$ cat src/design/tsc_pkg.sv
package tsc_pkg;

   // port field widths
   localparam int ANGLE_W    = 16;
   localparam int COUNT_W    = 4;
   localparam int OUT_W      = 24;
   localparam int REQ_DATA_W = 24;
   localparam int RSP_DATA_W = 48;

   // internal widths
   localparam int TERM_W    = 3;   // clamped term count, up to six
   localparam int WORK_BITS = 26;  // fraction bits of x, terms and sums
   localparam int X_W       = 29;  // x in radians, up to 2*pi
   localparam int MAG_W     = 34;  // term magnitude
   localparam int V_W       = 37;  // rounded product before the divide by k
   localparam int ACC_W     = 40;  // signed running sums
   localparam int DEG_W     = 9;   // reduced angle, 0 to 360

   // angle reduction: q = (deg * MOD_RECIP) >> MOD_SHIFT is deg / 360 exactly
   localparam int          FULL_TURN = 360;
   localparam int          MOD_PROD_W = 32;
   localparam int          MOD_SHIFT = 24;
   localparam logic [15:0] MOD_RECIP = 16'd46604;

   // degrees to radians with pi as 3.14:
   // x = deg * RAD_WHOLE + ((deg * RAD_PART + RAD_BIAS) >> 4) / 1125
   localparam logic [20:0] RAD_WHOLE     = 21'd1170676;
   localparam logic [13:0] RAD_PART      = 14'd15296;
   localparam int          RAD_BIAS      = 9000;
   localparam int          RAD_V_W       = 23;
   localparam int          RAD_PRE_SHIFT = 4;
   localparam int          RAD_W_W       = 19;
   localparam logic [19:0] RAD_RECIP     = 20'd954438;
   localparam int          RAD_SHIFT     = 30;
   localparam int          RAD_PROD_W    = 39;

   // one item travelling along the row of cells
   typedef struct packed {
      logic [TERM_W-1:0]       term_count;
      logic [X_W-1:0]          x;
      logic [MAG_W-1:0]        mag;
      logic signed [ACC_W-1:0] sin_acc;
      logic signed [ACC_W-1:0] cos_acc;
   } tsc_token_type;

   // term number idx takes part when it is below twice the term count
   function automatic logic term_used(input logic [TERM_W-1:0] n, input int idx);
      return {n, 1'b0} > (TERM_W + 1)'(idx);
   endfunction

   // add or subtract one term magnitude
   function automatic logic signed [ACC_W-1:0] add_term(
      input logic signed [ACC_W-1:0] acc,
      input logic [MAG_W-1:0]        mag,
      input logic                    neg
   );
      logic signed [ACC_W-1:0] t;
      t = signed'({{(ACC_W - MAG_W){1'b0}}, mag});
      return neg ? acc - t : acc + t;
   endfunction

endpackage

$ cat src/design/tsc_out.sv
module tsc_out import tsc_pkg::*; #(
   parameter int MAX_TERMS = 6,
   parameter int FRAC_BITS = 16
) (
   input  logic             clock,
   input  logic             reset,
   input  logic             en,
   input  logic             in_valid,
   input  tsc_token_type    in_tok,
   output logic             out_valid,
   output logic [OUT_W-1:0] sine_value,
   output logic [OUT_W-1:0] cosine_value
);

   // last term of the longest series, not yet added by any cell
   localparam int   LAST_IDX = 2 * MAX_TERMS - 1;
   localparam logic LAST_SIN = (LAST_IDX % 2) == 1;
   localparam logic LAST_NEG = ((LAST_IDX / 2) % 2) == 1;

   // rounding to the output fraction
   localparam int               SHIFT   = WORK_BITS - FRAC_BITS;
   localparam logic [ACC_W:0]   HALF    = ((ACC_W + 1)'(1) << SHIFT) >> 1;
   localparam logic [ACC_W:0]   NEG_LIM = (ACC_W + 1)'(1) << (OUT_W - 1);
   localparam logic [ACC_W:0]   POS_LIM = NEG_LIM - (ACC_W + 1)'(1);

   logic                    s1_valid_ff, s2_valid_ff, s3_valid_ff;
   logic signed [ACC_W-1:0] s1_sin_ff, s1_sin_in, s1_cos_ff, s1_cos_in;
   logic [ACC_W-1:0]        s2_sin_mag_ff, s2_sin_mag_in, s2_cos_mag_ff, s2_cos_mag_in;
   logic                    s2_sin_neg_ff, s2_cos_neg_ff;
   logic [OUT_W-1:0]        s3_sin_ff, s3_sin_in, s3_cos_ff, s3_cos_in;

   // round half away from zero and saturate
   function automatic logic [OUT_W-1:0] to_out(input logic [ACC_W-1:0] mag, input logic neg);
      logic [ACC_W:0] r;
      r = ((ACC_W + 1)'(mag) + HALF) >> SHIFT;
      if (neg) begin
         if (r > NEG_LIM) begin
            r = NEG_LIM;
         end
         return OUT_W'(-r);
      end
      if (r > POS_LIM) begin
         r = POS_LIM;
      end
      return OUT_W'(r);
   endfunction

   // final term
   always_comb begin
      s1_sin_in = in_tok.sin_acc;
      s1_cos_in = in_tok.cos_acc;
      if (term_used(in_tok.term_count, LAST_IDX)) begin
         if (LAST_SIN) begin
            s1_sin_in = add_term(in_tok.sin_acc, in_tok.mag, LAST_NEG);
         end else begin
            s1_cos_in = add_term(in_tok.cos_acc, in_tok.mag, LAST_NEG);
         end
      end
   end

   // sign and magnitude
   always_comb begin
      s2_sin_mag_in = s1_sin_ff[ACC_W-1] ? ACC_W'(-s1_sin_ff) : ACC_W'(s1_sin_ff);
      s2_cos_mag_in = s1_cos_ff[ACC_W-1] ? ACC_W'(-s1_cos_ff) : ACC_W'(s1_cos_ff);
   end

   // output format
   always_comb begin
      s3_sin_in = to_out(s2_sin_mag_ff, s2_sin_neg_ff);
      s3_cos_in = to_out(s2_cos_mag_ff, s2_cos_neg_ff);
   end

   // valid bits, the last one is the response valid
   always_ff @(posedge clock) begin
      if (reset) begin
         s1_valid_ff <= 1'b0;
         s2_valid_ff <= 1'b0;
         s3_valid_ff <= 1'b0;
      end else if (en) begin
         s1_valid_ff <= in_valid;
         s2_valid_ff <= s1_valid_ff;
         s3_valid_ff <= s2_valid_ff;
      end
   end

   // payload
   always_ff @(posedge clock) begin
      if (en) begin
         s1_sin_ff     <= s1_sin_in;
         s1_cos_ff     <= s1_cos_in;
         s2_sin_mag_ff <= s2_sin_mag_in;
         s2_cos_mag_ff <= s2_cos_mag_in;
         s2_sin_neg_ff <= s1_sin_ff[ACC_W-1];
         s2_cos_neg_ff <= s1_cos_ff[ACC_W-1];
         s3_sin_ff     <= s3_sin_in;
         s3_cos_ff     <= s3_cos_in;
      end
   end

   assign out_valid    = s3_valid_ff;
   assign sine_value   = s3_sin_ff;
   assign cosine_value = s3_cos_ff;

endmodule

$ cat config.mk
export PLATFORM = sky130hd
export DESIGN_NAME = tsc_out
export DESIGN_NICKNAME = d
export VERILOG_FILES = /design/src/design/tsc_pkg.sv /design/src/design/tsc_out.sv
export SDC_FILE = /design/constraint.sdc
export NUM_CORES = 1
export LEC_CHECK = 0
export BUFFER_PORTS_ARGS = -buffer_cell sky130_fd_sc_hd__buf_2
export CORE_UTILIZATION = 55
export CTS_BUF_LIST = sky130_fd_sc_hd__clkbuf_8
export DETAILED_ROUTE_END_ITERATION = 8
export PLACE_DENSITY = 0.78
export SYNTH_ARGS = -nofsm -noshare
export SYNTH_HDL_FRONTEND = slang
export SYNTH_SLANG_ARGS = --single-unit
$ cat constraint.sdc
create_clock -name clock -period 4.8 [get_ports clock]
set_input_delay 0.48 -clock clock [delete_from_list [all_inputs] [get_ports clock]]
set_output_delay 0.48 -clock clock [all_outputs]
set_load 0.02 [all_outputs]
After elaboration in Yosys (flattened, before gate mapping). Cells that the tools add are included.

Register bits: 213. Input bits: 150. Output and inout port bits: 49.

$add $sub $neg: 7. Magnitude comparators: 5. Multiplexer cells: 17.

Operators with widths (number): $mux 41 (4); $mux 24 (6); $add 40x10->41 const B (2); $gt 41x23->1 const B (2); $neg 40->40 (2); $mux 39 (2); $gt 31x24->1 const B (2); $mux 31 (2); $neg 24->24 (2); $mux 40 (1); $sub 40x35->40 (1); $gt 4x4->1 const B (1); $mux 1 (2).

Depth between registers and ports, before layout.
Depth after elaboration: 8. Depth in mapped cells: 20. Gate-level depth less buffers: 17.

Worst setup path after synthesis. OpenSTA, ideal clock, no wires.

Path kind: register to register. From: register s2_sin_mag_ff[9]. To: register s3_sin_ff[14] (netlist: sine_value[14]) (data pin). Library setup time: 271 ps. Arrival: 4020 ps. Slack: 510 ps. Cell stages (with the launch flop): 19. Clock period less this slack: 4290 ps. Cell sequence: edfxtp_1 -> ha_1 -> clkbuf_1 -> nand3_1 -> or4_1 -> o21ai_0 -> nor3_1 -> o22ai_1 -> o41ai_2 -> and2_1 -> buf_2 -> nand2_1 -> ha_1 -> nand2_1 -> nor2_1 -> o21ai_0 -> or4_1 -> o311ai_0 -> a21oi_1.

Longest elaborated chain between the ends: 8. Elaborated cells between the ends (all ways): 10. Those cells by class: add/sub: 2; order compare: 2; mux: 6.

RTL lines: start, declared (RTL line tsc_out.sv:28) `logic [ACC_W-1:0] s2_sin_mag_ff, s2_sin_mag_in, s2_cos_mag_ff, s2_cos_mag_in;`; start signal, assigned (RTL line tsc_out.sv:91) `s2_sin_mag_ff <= s2_sin_mag_in;`; $add 40x10->41 * (RTL line tsc_out.sv:35) `r = ((ACC_W + 1)'(mag) + HALF) >> SHIFT;`; $gt 31x24->1 (RTL line tsc_out.sv:37) `if (r > NEG_LIM) begin`; $mux 31 (RTL line tsc_out.sv:37); $mux 41 (2 in a row) (RTL line tsc_out.sv:36) `if (neg) begin`; $gt 41x23->1 (RTL line tsc_out.sv:42) `if (r > POS_LIM) begin`; $mux 24 (RTL line tsc_out.sv:42); $mux 24 * (RTL line tsc_out.sv:42); net s3_sin_in[14] (RTL line tsc_out.sv:30) `logic [OUT_W-1:0] s3_sin_ff, s3_sin_in, s3_cos_ff, s3_cos_in;`; end signal, assigned (RTL line tsc_out.sv:95) `s3_sin_ff <= s3_sin_in;`; end, declared (RTL line tsc_out.sv:30).

Mark *: on every way through the listed nets, which the timed path passes. The rest lies on a longest branch. The select of a mux whose other input is x is not followed. A chain may end at the register's enable or synchronous reset.

Worst setup path in the final report.
From: register s2_sin_mag_ff[10]. To: register s3_sin_ff[22] (netlist: sine_value[22]) (data pin).

Same word-level chain as after synthesis.

==> out/qor.yml <==
final_core_util_pct: 63.78
finalClockSkew_ns: 0.01654
reg2reg_depth: 18
required_ns: 5.11
syn_inst: 1331
synthesis.nets: 1520
track_usage_pct: 23.46
core_area_um2: 22850
numCtsBuffers: 17
synth_top_area_cell: "edfxtp_1"
first_global_vias: 9404
p_leak_nw: 5.566
hold_path_class: "input pin to flip-flop"
ant_nets: 0
grt_antenna_before_repair: 0
wl_um: 28340
min_period_over_period_pct: 92.93
dp_cells: 1773
worst_setup_path_start_kind: "flip-flop"
area_delta_synth_final_pct: 12.48
dr_wl_met2_um: 12080
synthArstFlopShare_pct: 0
yosys_register_bits: 195
cp-end-kind: "flip-flop"
slowest_delay_ns: 0.46
hold_viol: 0
ctsHoldBuffers: 0
status: "finished, final reports clean"
cpMaxStageDelayCell: "edfxtp_1"
hold_depth: 1
synth_edf_count: 192
post_drt_wl_per_cell_um: 15.66
clk_pin_slew_ns: 0.11
drv_cap: 0
reg2reg_slack_ns: 0.34
dieArea_um2: 24170
place_congestion: 0.9211
synth_most_common_cell: "edfxtp_1"
syn_avg_cell_area_um2: 9.734
power_frac_comb_pct: 21.1
timing.rr.start: "s2_sin_mag_ff[10]$_DFFE_PP_"
die_w_um: 155.5
dp_hpwl_um: 21240
yosys.area.top_type_share_pct: 44.50
via_count: 10570
final_cells: 1810
finalCriticalPeriod_ns: 4.461
rows: 55
h-tree-depth: 4
rsz0062_at_grt: "false"
worstMarginPinSlew_ns: 1.094
power_switching_mw: 1.301
drt_iter0_markers: 891
synth_ff_type: "edfxtp_1"
synth_cell_types: 86
critPathMaxFanout: 10
peakVddDrop_uv: 183.1
diodes: 0
ys_warn_count: 0
grt_pass1_wl_um: 45810
insertion_delay_ns: 0.48
synth-seq-area-share_pct: 44.96
drc: 0
die_h_um: 155.5
slew_headroom_pct: 27.07
holdPathEnd: "s1_cos_ff[33]$_DFFE_PP_"
cts_tree: "done"
synth_area_um2: 12960
drt_pass1_iterations: 5
wl_met1_um: 13880
post_route_cells_drive_above_1_share_pct: 17.57
powerDensity_nw_per_um2: 287.3
layout.nets: 1673
top_layer_used: "met4"
cp.arrival_ns: 4.77
grt_start_max_net_pins: 127
cts_max_path_buffers: 2
synth.top_cells.by_count: "192 x edfxtp_1, 139 x nand2_1, 107 x o21ai_0"
synthTopCellsByArea: "edfxtp_1 45%, xnor2_1 7.2%, o21ai_0 4.1%"
power_switching_share_pct: 31.08
wl_met3_um: 1954
criticalPathCategory: "flip-flop to flip-flop"
p_clk_share_pct: 25.4
intPower_mw: 2.886
critPathTopFamily: "simple AND/OR/NAND/NOR gates"
io_pins: 199
overflow: 0
worst-path-buf-inv: 1
clock.fmax_mhz: 224.2
min_from: "in_tok[33]"
via_per_inst: 5.840
startpoint: "s2_sin_mag_ff[10]$_DFFE_PP_"
finalSetupViolCount: 0
drv_slew: 0
setup_tns_ns: 0
start_util_pct: 56.71
clkSinkCount: 195
portBuffers: 168
cts-root-buf: "clkbuf_8"
worstPathCellList: "ha_2, nand3_1, buf_4, nor4_4, nand3_1, xor2_1, nand4b_1, o41ai_2, and2_1, nand2_1, ha_1, nand2_1, nor2_1, o21ai_2, nor3_1, or2_0, a22o_1, a22oi_1"
r2r-end: "sine_value[22]$_DFFE_PP_"
power_frac_seq_pct: 53.5
## layout by cell type (no fill, tap or decap), types with 25 or more instances in the layout
cell type and n:
o21ai_0 106, ha_1 37, nor3_1 42, xnor2_1 106, nand4_1 26, inv_1 55
xor2_1 40, edfxtp_1 192, nor2_1 78, nand2_1 137, nand2b_1 25, buf_2 167
nand3_1 53, o31ai_1 27, a21oi_1 70
## layout make-up
class	instances	area, µm²
multi-input cells	1024	6715
fillers	1891	8274
clock inverters	15	171.4
flip-flops and latches	195	5826
inverters	56	210.2
clock buffers	17	234.0
repair buffers	190	1025
well taps	313	391.6
## power groups by stage
stage	Sequential, mW	Clock [mW]	Combinational, mW
after floorplan	2.24	0	0.613
after global placement	2.26	0	0.844
after detailed placement	2.28	0	0.865
after CTS	2.24	1.09	0.870
after global routing	2.26	1.14	0.977
final	2.24	1.06	0.885
## what timing repair did
action / CTS / global route
resized for setup: 0 / 6
setup buffers: 0 / 5
endpoints found under the setup margin: 0 / 5
## logic make-up after synthesis
family	share of synthesized area [%]
AO/OA/AOI/OAI	16.11
XOR/XNOR	9.870
adder cells (fa/ha/maj)	3.824
buffers and inverters	3.419
flip-flops	44.96
multiplexers	0.9754
AND/OR/NAND/NOR	20.84
## worst reg2reg max path: stages, from the launching register on
cell	delay (ns)
edfxtp_1	0.46
ha_2	0.30
nand3_1	0.09
buf_4	0.19
nor4_4	0.42
nand3_1	0.20
xor2_1	0.25
nand4b_1	0.21
o41ai_2	0.45
and2_1	0.28
nand2_1	0.08
ha_1	0.22
nand2_1	0.08
nor2_1	0.06
o21ai_2	0.14
nor3_1	0.18
or2_0	0.28
a22o_1	0.21
a22oi_1	0.19
## state kept, by name (all words and copies together), names as in the netlist, 24 cells and up
register,cells
s2_sin_mag_ff,31
s1_sin_ff,40
cosine_value,24
s1_cos_ff,40
s2_cos_mag_ff,31
sine_value,24
## per-layer routing
layer / global-route usage, % / up-vias
li1: - / 5284
met1: 35.62 / 4840
met2: 34.47 / 412
met3: 3.231 / 35
met4: 7.423 / 0
met5: 0 / -
## worst max-delay path by stage
stage                                          end  slack, ns  depth (start not counted)
after floorplan           sine_value[14]$_DFFE_PP_       0.51                         18
after global placement    sine_value[18]$_DFFE_PP_       0.36                         18
after detailed placement  sine_value[18]$_DFFE_PP_       0.25                         18
after CTS                 sine_value[18]$_DFFE_PP_       0.22                         18
after global routing      sine_value[22]$_DFFE_PP_       0.05                         18
final                     sine_value[22]$_DFFE_PP_       0.34                         18
## stage by stage
stage	hold slack (ns)	setup WS, ns	power (mW)	instance area [µm²]
floorplan	0.4601	0.5098	2.857	12960
global placement	0.4764	0.3589	3.109	14110
detailed placement	0.4870	0.2534	3.142	14110
CTS	0.1435	0.2245	4.195	14520
global route	0.1489	0.04844	4.380	14570
finish	0.1658	0.3392	4.187	14570
Note: power is estimated with default switching activity, not from simulation.
