$ cat config.mk
export PLATFORM = sky130hd
export DESIGN_NAME = tsc_cell
export DESIGN_NICKNAME = d
export VERILOG_FILES = /design/src/design/tsc_pkg.sv /design/src/design/tsc_cell.sv
export SDC_FILE = /design/constraint.sdc
export NUM_CORES = 2
export LEC_CHECK = 0
export BUFFER_PORTS_ARGS = -buffer_cell sky130_fd_sc_hd__buf_2
export CORE_UTILIZATION = 43
export CTS_CLUSTER_DIAMETER = 150
export CTS_CLUSTER_SIZE = 28
export DETAILED_ROUTE_END_ITERATION = 12
export PLACE_DENSITY = 0.7
export RECOVER_POWER = 25
export SLEW_MARGIN = 20
export SYNTH_ARGS = -nofsm -noshare
export SYNTH_HDL_FRONTEND = slang
export SYNTH_SLANG_ARGS = --single-unit
$ cat constraint.sdc
create_clock -name clock -period 10.1 [get_ports clock]
set_input_delay 0.505 -clock clock [delete_from_list [all_inputs] [get_ports clock]]
set_output_delay 0.505 -clock clock [all_outputs]
set_load 0.005 [all_outputs]
$ cat src/design/tsc_pkg.sv
package tsc_pkg;

   // port field widths
   localparam int ANGLE_W    = 16;
   localparam int COUNT_W    = 4;
   localparam int OUT_W      = 24;
   localparam int REQ_DATA_W = 24;
   localparam int RSP_DATA_W = 48;

   // internal widths
   localparam int TERM_W    = 3;   // clamped term count, up to six
   localparam int WORK_BITS = 26;  // fraction bits of x, terms and sums
   localparam int X_W       = 29;  // x in radians, up to 2*pi
   localparam int MAG_W     = 34;  // term magnitude
   localparam int V_W       = 37;  // rounded product before the divide by k
   localparam int ACC_W     = 40;  // signed running sums
   localparam int DEG_W     = 9;   // reduced angle, 0 to 360

   // angle reduction: q = (deg * MOD_RECIP) >> MOD_SHIFT is deg / 360 exactly
   localparam int          FULL_TURN = 360;
   localparam int          MOD_PROD_W = 32;
   localparam int          MOD_SHIFT = 24;
   localparam logic [15:0] MOD_RECIP = 16'd46604;

   // degrees to radians with pi as 3.14:
   // x = deg * RAD_WHOLE + ((deg * RAD_PART + RAD_BIAS) >> 4) / 1125
   localparam logic [20:0] RAD_WHOLE     = 21'd1170676;
   localparam logic [13:0] RAD_PART      = 14'd15296;
   localparam int          RAD_BIAS      = 9000;
   localparam int          RAD_V_W       = 23;
   localparam int          RAD_PRE_SHIFT = 4;
   localparam int          RAD_W_W       = 19;
   localparam logic [19:0] RAD_RECIP     = 20'd954438;
   localparam int          RAD_SHIFT     = 30;
   localparam int          RAD_PROD_W    = 39;

   // one item travelling along the row of cells
   typedef struct packed {
      logic [TERM_W-1:0]       term_count;
      logic [X_W-1:0]          x;
      logic [MAG_W-1:0]        mag;
      logic signed [ACC_W-1:0] sin_acc;
      logic signed [ACC_W-1:0] cos_acc;
   } tsc_token_type;

   // term number idx takes part when it is below twice the term count
   function automatic logic term_used(input logic [TERM_W-1:0] n, input int idx);
      return {n, 1'b0} > (TERM_W + 1)'(idx);
   endfunction

   // add or subtract one term magnitude
   function automatic logic signed [ACC_W-1:0] add_term(
      input logic signed [ACC_W-1:0] acc,
      input logic [MAG_W-1:0]        mag,
      input logic                    neg
   );
      logic signed [ACC_W-1:0] t;
      t = signed'({{(ACC_W - MAG_W){1'b0}}, mag});
      return neg ? acc - t : acc + t;
   endfunction

endpackage

$ cat src/design/tsc_cell.sv
module tsc_cell import tsc_pkg::*; #(
   parameter int STEP = 1
) (
   input  logic          clock,
   input  logic          reset,
   input  logic          en,
   input  logic          in_valid,
   input  tsc_token_type in_tok,
   output logic          out_valid,
   output tsc_token_type out_tok
);

   // the incoming magnitude is term STEP-1, the outgoing one term STEP
   localparam int   TERM_IDX = STEP - 1;
   localparam logic TERM_SIN = (TERM_IDX % 2) == 1;
   localparam logic TERM_NEG = ((TERM_IDX / 2) % 2) == 1;

   // split of mag * x into two partial products
   localparam int MAG_LO   = MAG_W / 2;
   localparam int MAG_HI_W = MAG_W - MAG_LO;
   localparam int PP1_W    = MAG_HI_W + X_W;
   localparam int PROD_W   = MAG_W + X_W;

   // divide by STEP as v * floor(2^V_W / STEP) >> V_W, then one correction
   localparam int                 RECIP_W = V_W + 1;
   localparam logic [RECIP_W-1:0] RECIP   = RECIP_W'((64'd1 << V_W) / STEP);
   localparam int                 V_LO    = V_W / 2;
   localparam int                 V_HI_W  = V_W - V_LO;
   localparam int                 R_LO    = RECIP_W / 2;
   localparam int                 R_HI_W  = RECIP_W - R_LO;
   localparam int                 PP2_W   = V_HI_W + R_HI_W;
   localparam int                 FULL_W  = V_W + RECIP_W;
   localparam int                 HALF_STEP = STEP / 2;

   logic                 s1_valid_ff, s2_valid_ff, s3_valid_ff, s4_valid_ff, s5_valid_ff;
   tsc_token_type        s1_tok_ff, s1_tok_in;
   logic [PP1_W-1:0]     s1_pp_hi_ff, s1_pp_hi_in;
   logic [PP1_W-1:0]     s1_pp_lo_ff, s1_pp_lo_in;
   tsc_token_type        s2_tok_ff;
   logic [V_W-1:0]       s2_v_ff, s2_v_in;
   tsc_token_type        s3_tok_ff;
   logic [V_W-1:0]       s3_v_ff;
   logic [PP2_W-1:0]     s3_hh_ff, s3_hl_ff, s3_lh_ff, s3_ll_ff;
   logic [PP2_W-1:0]     s3_hh_in, s3_hl_in, s3_lh_in, s3_ll_in;
   tsc_token_type        s4_tok_ff;
   logic [V_W-1:0]       s4_v_ff;
   logic [V_W-1:0]       s4_q0_ff, s4_q0_in;
   tsc_token_type        s5_tok_ff, s5_tok_in;
   logic [PROD_W-1:0]    prod;
   logic [PROD_W-1:0]    prod_rnd;
   logic [FULL_W-1:0]    full;
   logic [V_W-1:0]       rem;
   logic [V_W-1:0]       quot;

   // add the incoming term and multiply it by x in two halves
   always_comb begin
      s1_tok_in = in_tok;
      if (term_used(in_tok.term_count, TERM_IDX)) begin
         if (TERM_SIN) begin
            s1_tok_in.sin_acc = add_term(in_tok.sin_acc, in_tok.mag, TERM_NEG);
         end else begin
            s1_tok_in.cos_acc = add_term(in_tok.cos_acc, in_tok.mag, TERM_NEG);
         end
      end
      s1_pp_hi_in = PP1_W'(in_tok.mag[MAG_W-1:MAG_LO]) * PP1_W'(in_tok.x);
      s1_pp_lo_in = PP1_W'(in_tok.mag[MAG_LO-1:0]) * PP1_W'(in_tok.x);
   end

   // join the halves, round off the work fraction, add STEP/2 for rounding
   always_comb begin
      prod     = (PROD_W'(s1_pp_hi_ff) << MAG_LO) + PROD_W'(s1_pp_lo_ff);
      prod_rnd = (prod + (PROD_W'(1) << (WORK_BITS - 1))) >> WORK_BITS;
      s2_v_in  = V_W'(prod_rnd) + V_W'(HALF_STEP);
   end

   // partial products of v times the reciprocal
   always_comb begin
      s3_hh_in = PP2_W'(s2_v_ff[V_W-1:V_LO]) * PP2_W'(RECIP[RECIP_W-1:R_LO]);
      s3_hl_in = PP2_W'(s2_v_ff[V_W-1:V_LO]) * PP2_W'(RECIP[R_LO-1:0]);
      s3_lh_in = PP2_W'(s2_v_ff[V_LO-1:0]) * PP2_W'(RECIP[RECIP_W-1:R_LO]);
      s3_ll_in = PP2_W'(s2_v_ff[V_LO-1:0]) * PP2_W'(RECIP[R_LO-1:0]);
   end

   // quotient estimate, at most one short
   always_comb begin
      full     = (FULL_W'(s3_hh_ff) << (V_LO + R_LO)) + (FULL_W'(s3_hl_ff) << V_LO)
               + (FULL_W'(s3_lh_ff) << R_LO) + FULL_W'(s3_ll_ff);
      s4_q0_in = V_W'(full >> V_W);
   end

   // correct the estimate and hand the new term on
   always_comb begin
      rem       = s4_v_ff - s4_q0_ff * V_W'(STEP);
      quot      = (rem >= V_W'(STEP)) ? s4_q0_ff + V_W'(1) : s4_q0_ff;
      s5_tok_in = s4_tok_ff;
      s5_tok_in.mag = MAG_W'(quot);
   end

   // valid bits
   always_ff @(posedge clock) begin
      if (reset) begin
         s1_valid_ff <= 1'b0;
         s2_valid_ff <= 1'b0;
         s3_valid_ff <= 1'b0;
         s4_valid_ff <= 1'b0;
         s5_valid_ff <= 1'b0;
      end else if (en) begin
         s1_valid_ff <= in_valid;
         s2_valid_ff <= s1_valid_ff;
         s3_valid_ff <= s2_valid_ff;
         s4_valid_ff <= s3_valid_ff;
         s5_valid_ff <= s4_valid_ff;
      end
   end

   // payload
   always_ff @(posedge clock) begin
      if (en) begin
         s1_tok_ff   <= s1_tok_in;
         s1_pp_hi_ff <= s1_pp_hi_in;
         s1_pp_lo_ff <= s1_pp_lo_in;
         s2_tok_ff   <= s1_tok_ff;
         s2_v_ff     <= s2_v_in;
         s3_tok_ff   <= s2_tok_ff;
         s3_v_ff     <= s2_v_ff;
         s3_hh_ff    <= s3_hh_in;
         s3_hl_ff    <= s3_hl_in;
         s3_lh_ff    <= s3_lh_in;
         s3_ll_ff    <= s3_ll_in;
         s4_tok_ff   <= s3_tok_ff;
         s4_v_ff     <= s3_v_ff;
         s4_q0_ff    <= s4_q0_in;
         s5_tok_ff   <= s5_tok_in;
      end
   end

   assign out_valid = s5_valid_ff;
   assign out_tok   = s5_tok_ff;

endmodule

Word-level counts from Yosys, hierarchy flattened

Cells that the tools add are included.

Add/subtract/negate cells: 6
Multipliers: 2
Order comparisons: 2
Mux-type cells: 2

Operator list:

| operator                                                                             | number |
|---|---|
| 17-bit by 29-bit multiplier with 46-bit output                                       | 2 |
| 74-bit by 55-bit adder with 74-bit output                                            | 1 |
| 63-bit by 26-bit adder with 63-bit output, second input constant                     | 1 |
| 63-bit by 46-bit adder with 63-bit output                                            | 1 |
| 40-bit by 35-bit adder with 40-bit output                                            | 1 |
| 40-bit two-way mux                                                                   | 1 |
| 37-bit by 1-bit greater-or-equal comparator with 1-bit output, second input constant | 1 |
| 37-bit subtractor                                                                    | 1 |
| 34-bit by 1-bit adder with 34-bit output, second input constant                      | 1 |
| 34-bit two-way mux                                                                   | 1 |
| 4-bit by 1-bit greater-than comparator with 1-bit output, second input constant      | 1 |

Register bits: 876
Input port bits: 150
Logic and storage cells: 46

Longest topological paths before layout

Word-level depth: 3
Mapped depth: 27
Mapped depth without buffers: 25

Least setup slack after synthesis

No wires, ideal clock.

Kind: input to register
Start point: input port in_tok[91] in the netlist's numbering
End point: register s1_pp_lo_ff[43], data pin
Data arrival time: 6.671 ns
Path slack: 3.172 ns
Stages on the path: 24
Buffers on the path: 2
Path through: clkbuf_1 clkbuf_1 nand2_1 fa_1 inv_1 fa_1 fa_1 fa_1 fa_1 inv_1 fa_1 inv_1 ha_1 a21o_1 a21oi_1 o21ai_0 a22oi_1 a211oi_1 a41o_1 a211o_1 a211o_1 a21o_1 a21oi_1 xnor2_1

Longest elaborated chain between the ends: 1

RTL lines:

| item                                           | RTL line        | text |
|---|---|---|
| from (decl)                                    | tsc_cell.sv:8   | `input tsc_token_type in_tok,` |
| 17-bit by 29-bit multiplier with 46-bit output | tsc_cell.sv:66  | `s1_pp_lo_in = PP1_W'(in_tok.mag[MAG_LO-1:0]) * PP1_W'(in_tok.x);` |
| net s1_pp_lo_in[43]                            | tsc_cell.sv:38  | `logic [PP1_W-1:0] s1_pp_lo_ff, s1_pp_lo_in;` |
| to (signal assigned)                           | tsc_cell.sv:121 | `s1_pp_lo_ff <= s1_pp_lo_in;` |
| to (decl)                                      | tsc_cell.sv:38  |  |

The timed path passes the listed nets, and every way through them passes these cells.
A chain may end at the register's enable or synchronous reset.

Worst setup path in the final report

Start point: input port in_tok[142] in the netlist's numbering
End point: register s1_pp_lo_ff[43], data pin

Same word-level chain as after synthesis.

==> metrics.log <==
INFO  metric timing.hold.worst.class = input port to register
INFO  metric share_of_async_settable_or_async_resettable_flops_after_synthesis = 0
INFO  metric cts_tree = built
INFO  metric routed_wl = 127.4 mm
INFO  metric clock_tree.htree_level_count = 1
INFO  metric worstSetupStartpoint = in_tok[142]
INFO  metric synth.avg_cell_area = 11.80 µm²
INFO  metric number_of_antenna_violations_at_the_first_check_in_global_routing = 10
INFO  metric detail_route.vias_per_cell = 5.096
INFO  metric top_signal_layer_used = met5
INFO  metric report.final.slew_viol_count = 34
INFO  metric synth_cell_types = 64
INFO  metric synth_top_area_frac = 0.4046
INFO  metric std_cell_core_area = 0.1315 mm²
INFO  metric synth.cell_area = 0.05701 mm²
INFO  metric layout_area_growth_over_synthesis = 7.223%
INFO  metric clk_pin_slew = 110 ps
INFO  metric fin_crit = 7444 ps
INFO  metric cp_data_required_time = 10510 ps
INFO  metric wire_per_inst = 18.82 µm
INFO  metric setup_viol = 0
INFO  metric die_area = 0.1340 mm²
INFO  metric cts_num_sinks = 773
INFO  metric fp-row-count = 133
INFO  metric synth_edf_count = 768
INFO  metric numPortBuffers = 296
INFO  metric cts_max_path_buffers = 3
INFO  metric initial_utilization = 0.4336
INFO  metric multi_input_comb_area = 0.02940 mm²
INFO  metric ff2ff_setup_slack = 5730 ps
INFO  metric grt.total_usage = 0.1941
INFO  metric clock_latency = 650 ps
INFO  metric final_hold_viol_count = 0
INFO  metric run_status = finished with violations
INFO  metric post_route_skew = 25.97 ps
INFO  metric vias = 34490
INFO  metric fin_nets = 6260
INFO  metric seq_area_frac_synth = 0.4063
INFO  metric route.antenna.remaining_nets = 0
INFO  metric wl_met3 = 9.200 mm
INFO  metric timing.critical_path.to = s1_pp_lo_ff[43]$_DFFE_PP_
INFO  metric grt_first_pass_wirelength = 203.9 mm
INFO  metric cts_buffers = 31
INFO  metric ios = 297
INFO  metric cp.arrival = 7860 ps
INFO  metric tightestPinTransition = 1842 ps
INFO  metric cts_root_buf = sky130_fd_sc_hd__clkbuf_16
INFO  metric detail_route.wirelength.met1 = 52.02 mm
INFO  metric ys_warn_count = 0
INFO  metric start_kind = input port
INFO  metric remaining_drc_errors = 0
INFO  metric ys_ff_latch = 773
INFO  metric post_cts_buffers = 0
INFO  metric detail_route.iter0.violations = 2381
INFO  metric grt_remaining_overflow = 0
INFO  metric rsz0062_at_grt = false
INFO  metric drv_cap = 1
INFO  metric synth_top_flop_cell = sky130_fd_sc_hd__edfxtp_1
INFO  metric rr_startpoint = s1_pp_hi_ff[7]$_DFFE_PP_
INFO  metric chipHeight = 366.1 µm
INFO  metric layout-drive-gt1-share = 0.06889
INFO  metric die_x_extent = 366.1 µm
INFO  metric met2_wirelength = 62.07 mm
INFO  metric r2r_cells = 13
INFO  metric crit_path_end_kind = register
INFO  metric drt-pass1-iter-count = 5
INFO  metric synth_fp_nets = 6095
INFO  metric place_congestion = 0.8793
INFO  metric timing.slew.headroom = -0.2280
INFO  metric syn_inst = 4829
INFO  metric yosys-top-cells-area = sky130_fd_sc_hd__edfxtp_1 (40%), sky130_fd_sc_hd__fa_1 (28%), sky130_fd_sc_hd__ha_1 (6.8%)
INFO  metric critical_path_class = input port to register
INFO  metric worstPathMaxFanout = 33
INFO  metric maximum_operating_frequency = 0.1343 GHz
INFO  metric dpl.hpwl = 91.70 mm
INFO  metric violated_checks = max-capacitance violations, max-slew violations
INFO  metric post-route-period-util = 0.7371
INFO  metric worstReg2RegEnd = s2_v_ff[32]$_DFFE_PP_
INFO  metric netlist.top_cell.by_area = sky130_fd_sc_hd__edfxtp_1
INFO  metric grt_start_max_net_pins = 182
INFO  metric num-fill-cells = 11850
INFO  metric first_global_vias = 36610
INFO  metric final_sum_of_negative_setup_slack = 0 ps
INFO  metric layout.area.seq = 0.02316 mm²
## layout make-up
type,count,area share
Sequential cell,773,0.3789
Tap cell,1755,0.03592
Inverter,982,0.06030
Clock buffer,45,0.01355
Timing Repair Buffer,335,0.02972
Multi-Input combinational cell,2871,0.4810
Antenna cell,4,0.0001638
Clock inverter,2,0.0004094
## what timing repair did
action / in CTS / in global routing
hold buffers: 14 / 0
hold endpoints to repair: 14 / 0
endpoints found under the setup margin: 0 / 0
resized for setup: 0 / 0
## synth_stat cells, types with 14 or more instances
library cell / count
sky130_fd_sc_hd__xnor2_1: 86
sky130_fd_sc_hd__edfxtp_1: 768
sky130_fd_sc_hd__nand3_1: 34
sky130_fd_sc_hd__ha_1: 311
sky130_fd_sc_hd__clkbuf_1: 199
sky130_fd_sc_hd__inv_1: 981
sky130_fd_sc_hd__o21ai_1: 14
sky130_fd_sc_hd__nor2_1: 106
sky130_fd_sc_hd__a21oi_1: 112
sky130_fd_sc_hd__nand2_1: 669
sky130_fd_sc_hd__fa_1: 805
sky130_fd_sc_hd__nor3_1: 19
sky130_fd_sc_hd__a21o_1: 61
sky130_fd_sc_hd__and3_1: 14
sky130_fd_sc_hd__o21a_1: 14
sky130_fd_sc_hd__and2_1: 386
sky130_fd_sc_hd__xor2_1: 43
sky130_fd_sc_hd__o21ai_0: 53
## cells in the final DEF (no fill, tap or decap), types with 43 or more instances in the layout
cell type / count
sky130_fd_sc_hd__inv_1: 981
sky130_fd_sc_hd__fa_1: 805
sky130_fd_sc_hd__edfxtp_1: 768
sky130_fd_sc_hd__a21o_1: 61
sky130_fd_sc_hd__nand2_1: 669
sky130_fd_sc_hd__nor2_1: 106
sky130_fd_sc_hd__ha_1: 311
sky130_fd_sc_hd__and2_1: 386
sky130_fd_sc_hd__o21ai_0: 53
sky130_fd_sc_hd__buf_2: 273
sky130_fd_sc_hd__a21oi_1: 112
sky130_fd_sc_hd__xor2_1: 43
sky130_fd_sc_hd__xnor2_1: 86
## flip-flops by register name, indices dropped and copies added, names as in the netlist
name / cells
out_tok: 146
s1_tok_ff: 112
s2_tok_ff: 112
s3_tok_ff: 112
s4_tok_ff: 112
s1_pp_hi_ff: 43
s2_v_ff: 34
s3_v_ff: 34
s4_v_ff: 34
s1_pp_lo_ff: 29
out_valid: 1
s1_valid_ff: 1
s2_valid_ff: 1
s3_valid_ff: 1
s4_valid_ff: 1
## metrics by stage
stage / worst slack [ps] / util / hold WS (ps) / std cells / instance area (µm²)
after floorplan: 3172 / - / 400.3 / 4829 / 57010
after global placement: 2392 / 0.4575 / 400.2 / 6702 / 60150
after detailed placement: 2333 / 0.4575 / 404.5 / 6702 / 60150
after CTS: 2999 / 0.4651 / 1.749 / 6763 / 61140
after global routing: 2287 / 0.4649 / 0.9688 / 6763 / 61110
final: 2656 / 0.4649 / 45.09 / 6767 / 61120
## cells by family (layout without fill, tap and decap cells)
kind of cell	count (synthesis)	in the layout	share of synthesized area
compound gates	340	340	0.03837
mux	5	5	0.0008780
xor+xnor	129	129	0.01982
buf+inv	1185	1364	0.07805
simple gates	1281	1281	0.1056
flops	773	773	0.4063
fa+ha+maj	1116	1116	0.3510
other cells	0	4	0
## worst max-delay path, stage by stage
cell	delay [ps]
sky130_fd_sc_hd__buf_2	70
sky130_fd_sc_hd__clkbuf_1	1300
sky130_fd_sc_hd__nand2_1	250
sky130_fd_sc_hd__fa_1	620
sky130_fd_sc_hd__inv_1	50
sky130_fd_sc_hd__fa_1	580
sky130_fd_sc_hd__fa_1	450
sky130_fd_sc_hd__fa_1	460
sky130_fd_sc_hd__fa_1	520
sky130_fd_sc_hd__inv_1	50
sky130_fd_sc_hd__fa_1	490
sky130_fd_sc_hd__inv_1	50
sky130_fd_sc_hd__ha_1	320
sky130_fd_sc_hd__a21o_1	190
sky130_fd_sc_hd__a21oi_1	200
sky130_fd_sc_hd__nor2_1	70
sky130_fd_sc_hd__nor2_1	90
sky130_fd_sc_hd__o21ai_1	130
sky130_fd_sc_hd__a41o_1	300
sky130_fd_sc_hd__a211o_1	320
sky130_fd_sc_hd__a211o_1	320
sky130_fd_sc_hd__a21o_1	220
sky130_fd_sc_hd__a21oi_1	170
sky130_fd_sc_hd__xnor2_1	80
## worst min-delay path by stage
stage | from | end | slack [ps] | depth (start not counted)
finish | in_tok[74] | s1_tok_ff[74]$_DFFE_PP_ | 50 | 1
global placement | s2_tok_ff[66]$_DFFE_PP_ | s3_tok_ff[66]$_DFFE_PP_ | 400 | 0
floorplan | s4_tok_ff[0]$_DFFE_PP_ | out_tok[0]$_DFFE_PP_ | 400 | 0
detailed placement | s4_tok_ff[0]$_DFFE_PP_ | out_tok[0]$_DFFE_PP_ | 400 | 0
global route | in_tok[76] | s1_tok_ff[76]$_DFFE_PP_ | 1 | 1
CTS | in_tok[63] | s1_tok_ff[63]$_DFFE_PP_ | 2 | 1
## per-layer routing
metal | vias to the layer above | global-route usage
met4 | 10 | 0.05946
met2 | 1291 | 0.3315
met3 | 295 | 0.02869
li1 | 15330 | -
met1 | 17560 | 0.2553
met5 | - | 0
Power is not shown: default switching activity piles up to over one toggle a cycle in this logic, so the estimate is an artifact.
